$ cat src/design/dq_pkg.sv
// Shared types and constants for the double-ended queue.
// No dependencies; imported by dq_cell, dq_chain, the top and its testbench.
package dq_pkg;

  localparam int DATA_W  = 32;
  localparam int OCC_W   = 5;
  localparam int LIMIT_W = 5;

  localparam logic [LIMIT_W-1:0] CAP_RESET = 5'd16;

  typedef enum logic [2:0] {
    ACT_PUSH_FRONT = 3'd0,
    ACT_PUSH_BACK  = 3'd1,
    ACT_POP_FRONT  = 3'd2,
    ACT_POP_BACK   = 3'd3,
    ACT_STATUS     = 3'd4
  } action_t;

  typedef enum logic [1:0] {
    ST_DONE       = 2'd0,
    ST_PUSH_FULL  = 2'd1,
    ST_POP_EMPTY  = 2'd2
  } status_t;

  typedef struct packed {
    logic shift_low;
    logic shift_high;
    logic load_tail;
  } cell_op_t;

endpackage

$ cat src/design/double_ended_queue_top.sv
// Double-ended queue top level: control, occupancy count and two cell chains.
// Depends on dq_pkg and dq_chain.
//
// Usage:
//   Requests enter on start/action/push_value and are taken whenever start is
//   high and busy is low; busy is high only while rst is held, so one request
//   per cycle is taken out of reset.
//   Each request returns one result on the cycle after it is taken, marked by
//   done for exactly one cycle: popped_value, front_value, back_value,
//   occupancy, is_empty, is_full and status. Throughput is one request per
//   cycle, set by the shift of the cell chains. The receiver cannot stall; a
//   result not captured is lost.
//   Two chains of DEPTH cells hold the entries, one aligned to the front and
//   one to the back, so both ends sit in cell 0 of a chain.
//   A push into a full queue or a pop from an empty one is refused with a
//   status code and leaves the contents untouched.
//   capacity_limit is written on cfg_valid/cfg_ready/cfg_data; values above
//   DEPTH count as DEPTH. Write it only while no result is outstanding.
//   Reset empties the queue and sets the limit to 16; stored data is not
//   cleared and is never shown before it is written.
module double_ended_queue_top #(
  parameter int DEPTH       = 16,
  parameter int ENTRY_WIDTH = 32
) (
  input  logic                       clk,
  input  logic                       rst,
  input  logic                       start,
  input  logic [2:0]                 action,
  input  logic [dq_pkg::DATA_W-1:0]  push_value,
  output logic                       busy,
  output logic                       done,
  output logic [dq_pkg::DATA_W-1:0]  popped_value,
  output logic [dq_pkg::DATA_W-1:0]  front_value,
  output logic [dq_pkg::DATA_W-1:0]  back_value,
  output logic [dq_pkg::OCC_W-1:0]   occupancy,
  output logic                       is_empty,
  output logic                       is_full,
  output logic [1:0]                 status,
  input  logic                       cfg_valid,
  output logic                       cfg_ready,
  input  logic [dq_pkg::LIMIT_W-1:0] cfg_data
);
  import dq_pkg::*;

  localparam int CW = $clog2(DEPTH + 1);
  localparam int LW = (CW > LIMIT_W) ? CW : LIMIT_W;
  localparam int XW = (ENTRY_WIDTH > DATA_W) ? ENTRY_WIDTH : DATA_W;
  localparam int OW = (CW > OCC_W) ? CW : OCC_W;

  logic [CW-1:0]          count;
  logic [CW-1:0]          count_next;
  logic [LIMIT_W-1:0]     capacity_limit;
  logic [ENTRY_WIDTH-1:0] popped;
  logic [ENTRY_WIDTH-1:0] popped_next;
  status_t                status_q;
  status_t                status_next;

  logic                   accept;
  logic [LW-1:0]          limit_ext;
  logic [LW-1:0]          depth_ext;
  logic [LW-1:0]          limit_eff;
  logic                   full;
  logic                   empty;
  logic [XW-1:0]          in_x;
  logic [ENTRY_WIDTH-1:0] in_data;
  logic [ENTRY_WIDTH-1:0] a_head;
  logic [ENTRY_WIDTH-1:0] b_head;
  cell_op_t               op_a;
  cell_op_t               op_b;
  logic [XW-1:0]          pop_x;
  logic [XW-1:0]          front_x;
  logic [XW-1:0]          back_x;
  logic [OW-1:0]          occ_x;

  assign accept    = start && !busy;
  assign busy      = rst;
  assign cfg_ready = 1'b1;

  assign limit_ext = LW'(capacity_limit);
  assign depth_ext = LW'(DEPTH);
  assign limit_eff = (limit_ext > depth_ext) ? depth_ext : limit_ext;
  assign full      = (LW'(count) >= limit_eff);
  assign empty     = (count == '0);

  assign in_x    = XW'(push_value);
  assign in_data = in_x[ENTRY_WIDTH-1:0];

  always_comb begin
    op_a        = '0;
    op_b        = '0;
    count_next  = count;
    status_next = ST_DONE;
    popped_next = '0;
    if (accept) begin
      unique case (action)
        ACT_PUSH_FRONT: begin
          if (full) begin
            status_next = ST_PUSH_FULL;
          end else begin
            op_a.shift_low = 1'b1;
            op_b.load_tail = 1'b1;
            count_next     = count + 1'b1;
          end
        end
        ACT_PUSH_BACK: begin
          if (full) begin
            status_next = ST_PUSH_FULL;
          end else begin
            op_a.load_tail = 1'b1;
            op_b.shift_low = 1'b1;
            count_next     = count + 1'b1;
          end
        end
        ACT_POP_FRONT: begin
          if (empty) begin
            status_next = ST_POP_EMPTY;
          end else begin
            op_a.shift_high = 1'b1;
            popped_next     = a_head;
            count_next      = count - 1'b1;
          end
        end
        ACT_POP_BACK: begin
          if (empty) begin
            status_next = ST_POP_EMPTY;
          end else begin
            op_b.shift_high = 1'b1;
            popped_next     = b_head;
            count_next      = count - 1'b1;
          end
        end
        default: begin
          status_next = ST_DONE;
        end
      endcase
    end
  end

  dq_chain #(
    .DEPTH (DEPTH),
    .W     (ENTRY_WIDTH),
    .CW    (CW)
  ) u_front_chain (
    .clk       (clk),
    .op        (op_a),
    .count     (count),
    .in_data   (in_data),
    .head_data (a_head)
  );

  dq_chain #(
    .DEPTH (DEPTH),
    .W     (ENTRY_WIDTH),
    .CW    (CW)
  ) u_back_chain (
    .clk       (clk),
    .op        (op_b),
    .count     (count),
    .in_data   (in_data),
    .head_data (b_head)
  );

  always_ff @(posedge clk) begin
    if (rst) begin
      count          <= '0;
      capacity_limit <= CAP_RESET;
      done           <= 1'b0;
    end else begin
      done <= accept;
      if (accept) begin
        count <= count_next;
      end
      if (cfg_valid && cfg_ready) begin
        capacity_limit <= cfg_data;
      end
    end
  end

  always_ff @(posedge clk) begin
    if (accept) begin
      popped   <= popped_next;
      status_q <= status_next;
    end
  end

  assign pop_x   = XW'(popped);
  assign front_x = empty ? '0 : XW'(a_head);
  assign back_x  = empty ? '0 : XW'(b_head);
  assign occ_x   = OW'(count);

  assign popped_value = pop_x[DATA_W-1:0];
  assign front_value  = front_x[DATA_W-1:0];
  assign back_value   = back_x[DATA_W-1:0];
  assign occupancy    = occ_x[OCC_W-1:0];
  assign is_empty     = empty;
  assign is_full      = full;
  assign status       = status_q;

`ifndef SYNTHESIS
  a_count_bound: assert property (@(posedge clk) disable iff (rst)
    LW'(count) <= depth_ext)
    else $error("occupancy above built depth");

  a_refused_hold: assert property (@(posedge clk) disable iff (rst)
    done && (status_q != ST_DONE) |-> count == $past(count))
    else $error("refused request changed occupancy");

  a_done_follows: assert property (@(posedge clk) disable iff (rst)
    done |-> $past(accept))
    else $error("result strobe without a taken request");

  a_push_refuse: assert property (@(posedge clk) disable iff (rst)
    accept && full && (action == ACT_PUSH_FRONT || action == ACT_PUSH_BACK)
    |=> done && status_q == ST_PUSH_FULL)
    else $error("push into full queue not refused");
`endif

endmodule

$ cat src/design/dq_cell.sv
// One storage cell of a queue chain: takes its lower or upper neighbour, or the
// request data when it sits at the tail position. Depends on dq_pkg.
module dq_cell #(
  parameter int INDEX = 0,
  parameter int W     = 32,
  parameter int CW    = 5
) (
  input  logic             clk,
  input  dq_pkg::cell_op_t op,
  input  logic [CW-1:0]    count,
  input  logic [W-1:0]     low_data,
  input  logic [W-1:0]     high_data,
  input  logic [W-1:0]     load_data,
  output logic [W-1:0]     data_q
);
  import dq_pkg::*;

  logic hit;

  assign hit = (count == CW'(INDEX));

  always_ff @(posedge clk) begin
    if (op.shift_low) begin
      data_q <= low_data;
    end else if (op.shift_high) begin
      data_q <= high_data;
    end else if (op.load_tail && hit) begin
      data_q <= load_data;
    end
  end

endmodule

$ cat src/design/dq_chain.sv
// Row of dq_cell instances, cell 0 at the head end of the chain.
// Depends on dq_pkg and dq_cell.
module dq_chain #(
  parameter int DEPTH = 16,
  parameter int W     = 32,
  parameter int CW    = 5
) (
  input  logic             clk,
  input  dq_pkg::cell_op_t op,
  input  logic [CW-1:0]    count,
  input  logic [W-1:0]     in_data,
  output logic [W-1:0]     head_data
);
  import dq_pkg::*;

  logic [W-1:0] cell_q [DEPTH];

  for (genvar i = 0; i < DEPTH; i++) begin : g_cell
    logic [W-1:0] low_d;
    logic [W-1:0] high_d;

    if (i == 0) begin : g_first
      assign low_d = in_data;
    end else begin : g_mid_low
      assign low_d = cell_q[i-1];
    end

    if (i == DEPTH - 1) begin : g_last
      assign high_d = '0;
    end else begin : g_mid_high
      assign high_d = cell_q[i+1];
    end

    dq_cell #(
      .INDEX (i),
      .W     (W),
      .CW    (CW)
    ) u_cell (
      .clk       (clk),
      .op        (op),
      .count     (count),
      .low_data  (low_d),
      .high_data (high_d),
      .load_data (in_data),
      .data_q    (cell_q[i])
    );
  end

  assign head_data = cell_q[0];

endmodule

$ cat config.mk
export PLATFORM = sky130hd
export DESIGN_NAME = double_ended_queue_top
export DESIGN_NICKNAME = d
export VERILOG_FILES = /design/src/design/dq_pkg.sv /design/src/design/double_ended_queue_top.sv /design/src/design/dq_cell.sv /design/src/design/dq_chain.sv
export SDC_FILE = /design/constraint.sdc
export NUM_CORES = 2
export LEC_CHECK = 0
export ABC_AREA = 1
export BUFFER_PORTS_ARGS = -buffer_cell sky130_fd_sc_hd__buf_4
export CORE_MARGIN = 2
export CORE_UTILIZATION = 55
export CTS_CLUSTER_DIAMETER = 80
export CTS_CLUSTER_SIZE = 10
export DETAILED_ROUTE_END_ITERATION = 10
export PLACE_DENSITY = 0.72
export SETUP_SLACK_MARGIN = 0.5
export SYNTH_ARGS = -nofsm -noshare
export SYNTH_HDL_FRONTEND = slang
export SYNTH_SLANG_ARGS = --single-unit
$ cat constraint.sdc
create_clock -name clk -period 5.5 [get_ports clk]
set_clock_uncertainty 0.1 [all_clocks]
set_input_delay 0.55 -clock clk [delete_from_list [all_inputs] [get_ports clk]]
set_output_delay 0.55 -clock clk [all_outputs]
set_load 0.03 [all_outputs]
# Yosys cells after proc, flatten, opt, wreduce, memory -nomap -nowiden

Index checks and enable logic that the tools add are counted.

Add/subtract/negate cells: 2
Magnitude comparators: 2
Equal/unequal tests: 20
Mux-type cells: 114
Reductions and logical operators: 72

Operator list:

| kind                                              | count |
|---|---|
| two-way mux 32 bit                                | 98 |
| nonzero test 3 bit                                | 32 |
| case mux 32 bit (2 select lines)                  | 1 |
| == test 5 x 4 -> 1 bit (second input constant)    | 8 |
| logical AND 1 bit                                 | 33 |
| == test 5 x 3 -> 1 bit (second input constant)    | 4 |
| two-way mux 5 bit                                 | 3 |
| == test 5 x 2 -> 1 bit (second input constant)    | 2 |
| case mux 5 bit (2 select lines)                   | 1 |
| two-way mux 1 bit                                 | 7 |
| == test 3 x 2 -> 1 bit (second input constant)    | 2 |
| two-way mux 3 bit                                 | 2 |
| adder 5 x 1 -> 5 bit (second input constant)      | 1 |
| == test 5 x 1 -> 1 bit (second input constant)    | 1 |
| >= comparator 5 bit                               | 1 |
| > comparator 5 bit (second input constant)        | 1 |
| zero test 5 bit                                   | 1 |
| subtractor 5 x 1 -> 5 bit (second input constant) | 1 |
| inequality test 2 bit (second input constant)     | 2 |
| case mux 2 bit (2 select lines)                   | 1 |
| AND reduction 4 bit                               | 1 |
| OR reduction 2 bit                                | 2 |
| == test 3 x 1 -> 1 bit (second input constant)    | 1 |
| zero test 3 bit                                   | 1 |
| other kinds (3)                                   | 3 |

Bits in registers: 1,069
Output and inout bits: 108

# Depth between registers and ports, before layout

Depth in word-level cells: 10
Gate-level depth with buffers: 13
Mapped depth without buffers: 11

# Hierarchy

From an unflattened synthesis, not the netlist that was laid out.

Cells, all modules: 9,301
Area, all modules: 67,898.9 um^2

By module, submodules not included:

| module                                       | times used | cells each | area each (um^2) | seq. area each (um^2) |
|---|---|---|---|---|
| dq_cell (u_back_chain.g_cell[10].u_cell ...) | 20         | 280        | 2,037.0          | 960.9 |
| dq_cell (u_back_chain.g_cell[13].u_cell ...) | 6          | 281        | 2,040.7          | 960.9 |
| dq_cell (u_back_chain.g_cell[0].u_cell ...)  | 6          | 279        | 2,033.2          | 960.9 |
| double_ended_queue_top                       | 1          | 339        | 2,708.8          | 1,241.2 |
| dq_chain                                     | 2          | 1          | 3.8              | 0.0 |

# Worst setup path after synthesis

Ideal clock, no wire load.

Path type: flip-flop to flip-flop
Start: register capacity_limit[2]
End: register u_front_chain.g_cell[10].u_cell.data_q[0] (enable)
Arrival time: 3.659 ns
Setup slack: 1.313 ns
Cell stages (with the launch flop): 13
Period minus slack after synthesis: 4.187 ns
Cell sequence: dfxtp_1 o41ai_1 nand2_1 ha_1 nand2_1 nand2_1 nand2_1 and2_1 nand3_1 buf_4 buf_2 clkbuf_1 o21bai_1

Longest elaborated chain between the ends: 8
Elaborated cells on any way between the ends: 9

RTL lines:

| item                             | RTL line                                                    | RTL |
|---|---|---|
| from (decl)                      | double_ended_queue_top.sv:52                                | `logic [LIMIT_W-1:0] capacity_limit;` |
| from (signal assigned)           | double_ended_queue_top.sv:174                               | `capacity_limit <= cfg_data;` |
| > comparator 5 bit               | double_ended_queue_top.sv:81                                | `assign limit_eff = (limit_ext > depth_ext) ? depth_ext : limit_ext;` |
| two-way mux 5 bit (*)            | double_ended_queue_top.sv:81                                |  |
| >= comparator 5 bit (*)          | double_ended_queue_top.sv:82                                | `assign full = (LW'(count) >= limit_eff);` |
| two-way mux 1 bit (*)            | double_ended_queue_top.sv:97, double_ended_queue_top.sv:106 |  |
| two-way mux 1 bit                | double_ended_queue_top.sv:95                                | `unique case (action)` |
| two-way mux 3 bit (*)            | double_ended_queue_top.sv:94                                | `if (accept) begin` |
| logical AND 1 bit                | dq_cell.sv:27                                               | `end else if (op.load_tail && hit) begin` |
| nonzero test 3 bit (no line) (*) | --                                                          |  |
| to (signal assigned)             | dq_cell.sv:24                                               | `data_q <= low_data;` |
| to (signal assigned)             | dq_cell.sv:26                                               | `data_q <= high_data;` |
| to (signal assigned)             | dq_cell.sv:28                                               | `data_q <= load_data;` |
| to (decl)                        | dq_cell.sv:14                                               | `output logic [W-1:0] data_q` |

Every way passes the cells marked *; elsewhere a longest branch is shown, timed or not.
A chain may end at the register's enable or synchronous reset.

# Worst setup path after layout

Start: register count[0], in the netlist occupancy[0]
End: output back_value[13] in the netlist's numbering

Longest elaborated chain between the ends: 2

RTL lines:

| item                   | RTL line                      | RTL |
|---|---|---|
| from (decl)            | double_ended_queue_top.sv:50  | `logic [CW-1:0] count;` |
| from (signal assigned) | double_ended_queue_top.sv:171 | `count <= count_next;` |
| zero test 5 bit        | double_ended_queue_top.sv:83  | `assign empty = (count == '0);` |
| two-way mux 32 bit     | double_ended_queue_top.sv:188 | `assign back_x = empty ? '0 : XW'(b_head);` |
| to (decl)              | double_ended_queue_top.sv:34  | `output logic [dq_pkg::DATA_W-1:0] back_value,` |

Every way passes these cells.

==> qor.csv <==
stage;metric;value;unit
status;run status;completed;
global_route;pin count of the biggest net entering global routing;330;
pwr;switching part of the total power;23.3;%
logic_synthesis;syn_nets;5785;
worst_setup_path;Setup CP Type;reg -> out;
final_layout;fill cell count;7816;
logic_synthesis;Ys Warns;0;
worst_setup_path;Worst Reg-to-Reg Cells;11;
clock_tree;postcts setup bufs;0;
sta;PnR worst setup slack;1.28;ns
pwr;Clk network pwr share;39.0;%
pwr;PwrDens;303;nW/um^2
floorplan;Die Y;314;um
worst_setup_path;Startpoint Class;register;
clock_tree;clk sinks;1069;
global_route;grt total ovfl;0;
global_route;initial antenna violation count;2;
clock_tree;H-tree levels;3;
sta;Rel. slew slack;18.1;%
clock_tree;clk buf depth;3;
placement;GPL Wtd Cong;0.851;
clock_tree;Reg clk slew, reported paths;0.06;ns
flow_run;Max-Cap Viols;0;
clock_tree;clock buffers created by TritonCTS;116;
sta;Slew Viols, Final;0;
placement;number of port buffers;150;
floorplan;Core Footprint;95200;um^2
route;wire length per cell;19.0;um
final_layout;fin nets;5707;
worst_setup_path;Reg2Reg Setup Slack;1.52;ns
logic_synthesis;#FFs+latches synth;1069;
pwr;Combinational Power Share;8.2;%
clock_tree;Skew-Pair Late Insertion Delay;0.68;ns
worst_setup_path;endpoint class of the critical path;primary output;
floorplan;Initial Util;55.5;%
clock_tree;CTS tree;yes;
sta;fin crit period;4.22;ns
logic_synthesis;ys flop type;edfxtp_1;
logic_synthesis;EDFF count, synth;1058;
hold_path;hold path endpoint;capacity_limit[0];
global_route;first-pass GRT wire length;205;mm
floorplan;DIE AREA;98500;um^2
sta;RSZ-0062 raised after global routing;false;
placement;dpl hpwl;86.5;mm
clock_tree;CTS Hold Buffers Added;6;
logic_synthesis;post-synthesis sequential area ratio;60.6;%
pwr;internal power;13.4;mW
pwr;VDD IR max;0.000251;V
global_route;number of global-route vias before repair;34400;
sta;fin crit share;76.7;%
sta;Hold Vio Cnt, Final;0;
worst_setup_path;worst r2r src;capacity_limit[2];
sta;Setup TNS Final;0;ns
clock_tree;Root Buffer;clkbuf_16;
hold_path;hold path cells;3;
final_layout;Reg area;32000;um^2
pwr;leak pwr;25.0;nW
final_layout;Area growth, synth to finish;9.25;%
pwr;NetSw;4.08;mW
sta;Fin Hold WS;0.0772;ns
route;Vias;39100;
sta;setup violators final;0;
route;Total Wirelength;132;mm
pwr;Flop pwr share;52.8;%
route;Remaining DRCs;0;
sta;worst slew pin tran;1.23;ns
sta;f_max;237;MHz
clock_tree;Post-CTS Resized;0;
hold_path;Hold Startpoint;cfg_data[0];
logic_synthesis;Avg Cell Area, Syn;9.22;um^2
worst_setup_path;Critical Path AT;3.57;ns
pwr;PnR Total Power;17.5;mW
route;TritonRoute pass-1 iters;6;
route;Starting DRT DRC Count;5993;
floorplan;# rows;113;
worst_setup_path;R2R Path End;u_back_chain.g_cell[15].u_cell.data_q[19];
logic_synthesis;asr flop ratio synth;0;%
placement;worst slack at placement;1.58;ns
final_layout;share of cells above drive strength 1;6.79;%
final_layout;area of the multi-input gates;15200;um^2
hold_path;Min-Delay Path Class;in -> reg;
worst_setup_path;Critical Path Fanout Max;65;
logic_synthesis;Distinct cells, synth;28;
route;routed vias/inst;5.62;
worst_setup_path;WP data required;4.85;ns
floorplan;die span in x;314;um
route;post-route ant nets;0;
logic_synthesis;Mapped Area;52800;um^2
floorplan;I/O pin total;152;
logic_synthesis;Cells after Synth;5730;
global_route;Tot GR Track Use;26.4;%
## placed cells by master (no fill, tap or decap), types with 2 or more instances in the layout
cell type      Yosys  layout
nand3_4            0       4
o21bai_4           0      16
nor2_1            88      88
nor2_4             2       2
dlygate4sd3_1      0       6
diode_2            0       2
o21ai_1          422     422
buf_4             16     202
dfxtp_1           11      11
a22o_1            32      32
clkbuf_1         146      27
nand2_2            3       3
a21oi_1            8       8
o21ai_0         1504    1504
clkbuf_16          0     118
o21bai_2           0      16
nand3_1           77      75
nor2_2             2       2
nand2_1         1002    1002
inv_1           1050    1049
edfxtp_1        1058    1058
ha_1              11      11
inv_2              2       3
inv_6              0       4
buf_12             0      14
## cell families after synthesis
kind of cell / after synthesis / share of synthesized area, %
other cells: 1 / 0.00710
fa+ha+maj: 11 / 0.261
simple gates: 1179 / 8.66
flops: 1069 / 60.6
xor+xnor: 1 / 0.0166
compound gates: 1999 / 19.3
buf+inv: 1470 / 11.2
## layer usage
layer | GRT usage, % | share of wire (%) | vias to the layer above | wire, um
met5 | 0 | 0 | - | 0
met4 | 5.19 | 1.6 | 0 | 2110
met3 | 4.30 | 10 | 137 | 13400
met2 | 35.4 | 40 | 1916 | 53100
met1 | 44.5 | 48 | 18100 | 63200
li1 | - | - | 18900 | -
## synth_stat cells (2+ instances only)
library cell  count  area share (%)
a21oi_1           8           0.076
nand2_2           3           0.036
inv_2             2           0.014
a22o_1           32            0.53
ha_1             11            0.26
clkbuf_1        146             1.0
buf_2           247             2.3
nand3_2           2           0.038
dfxtp_1          11            0.42
inv_1          1050             7.5
o21bai_1         32            0.45
nor2_4            2           0.043
nand3_1          77            0.73
nor2_1           88            0.63
o21ai_1         422             4.0
buf_1             8           0.057
edfxtp_1       1058              60
o21ai_0        1504              14
buf_4            16            0.23
nand2_1        1002             7.1
nor2_2            2           0.024
## worst max path at each step
stage	start	endpoint	slack [ns]
6_report	occupancy[0]	back_value[13]	1.28
5_1_grt	occupancy[0]	back_value[13]	1.11
4_1_cts	occupancy[0]	back_value[13]	1.32
3_5_place_dp	capacity_limit[2]	u_back_chain.g_cell[15].u_cell.data_q[27]	1.58
3_3_place_gp	capacity_limit[2]	u_back_chain.g_cell[15].u_cell.data_q[16]	1.58
2_1_floorplan	capacity_limit[2]	u_front_chain.g_cell[10].u_cell.data_q[0]	1.31
## worst max-delay path, stage by stage, from the launching register on
cell	delay (ns)
dfxtp_1	0.39
inv_1	0.19
ha_1	0.17
inv_1	0.04
nor2_2	0.31
nand2_2	0.25
inv_2	0.82
nor2_1	0.40
buf_4	0.29
## sequential cells by signal (all words and copies together), names as in the netlist
name and flops:
u_back_chain.g_cell.u_cell.data_q 512, popped_value 32, u_front_chain.g_cell.u_cell.data_q 512, status 2, occupancy 5, capacity_limit 5
done 1
## metrics by stage
step / instance area, um^2 / utilization (%) / cells
4_1_cts: 57700 / 60.6 / 6949
6_report: 57700 / 60.6 / 6951
3_3_place_gp: 54500 / 57.3 / 6793
2_1_floorplan: 52800 / - / 5730
3_5_place_dp: 54500 / 57.3 / 6793
5_1_grt: 57700 / 60.6 / 6949
## cell type report
| class | count | share of cell area, % |
|---|---|---|
| clock buffer | 145 | 5.29 |
| clock inverter | 5 | 0.0889 |
| sequential | 1069 | 55.4 |
| tap | 1265 | 2.74 |
| multi-input combinational | 3191 | 26.4 |
| inverter | 1052 | 6.84 |
| timing repair buffer | 222 | 3.22 |
| antenna | 2 | 0.00867 |
## power groups by stage
stage	Combinational, mW	Sequential [mW]	Clock, mW
global route	1.61	9.23	7.19
floorplan	0.909	9.40	0
global placement	1.36	9.38	0
CTS	1.41	9.22	6.90
detailed placement	1.40	9.39	0
finish	1.44	9.22	6.82
Note: power is estimated with default switching activity, not from simulation.
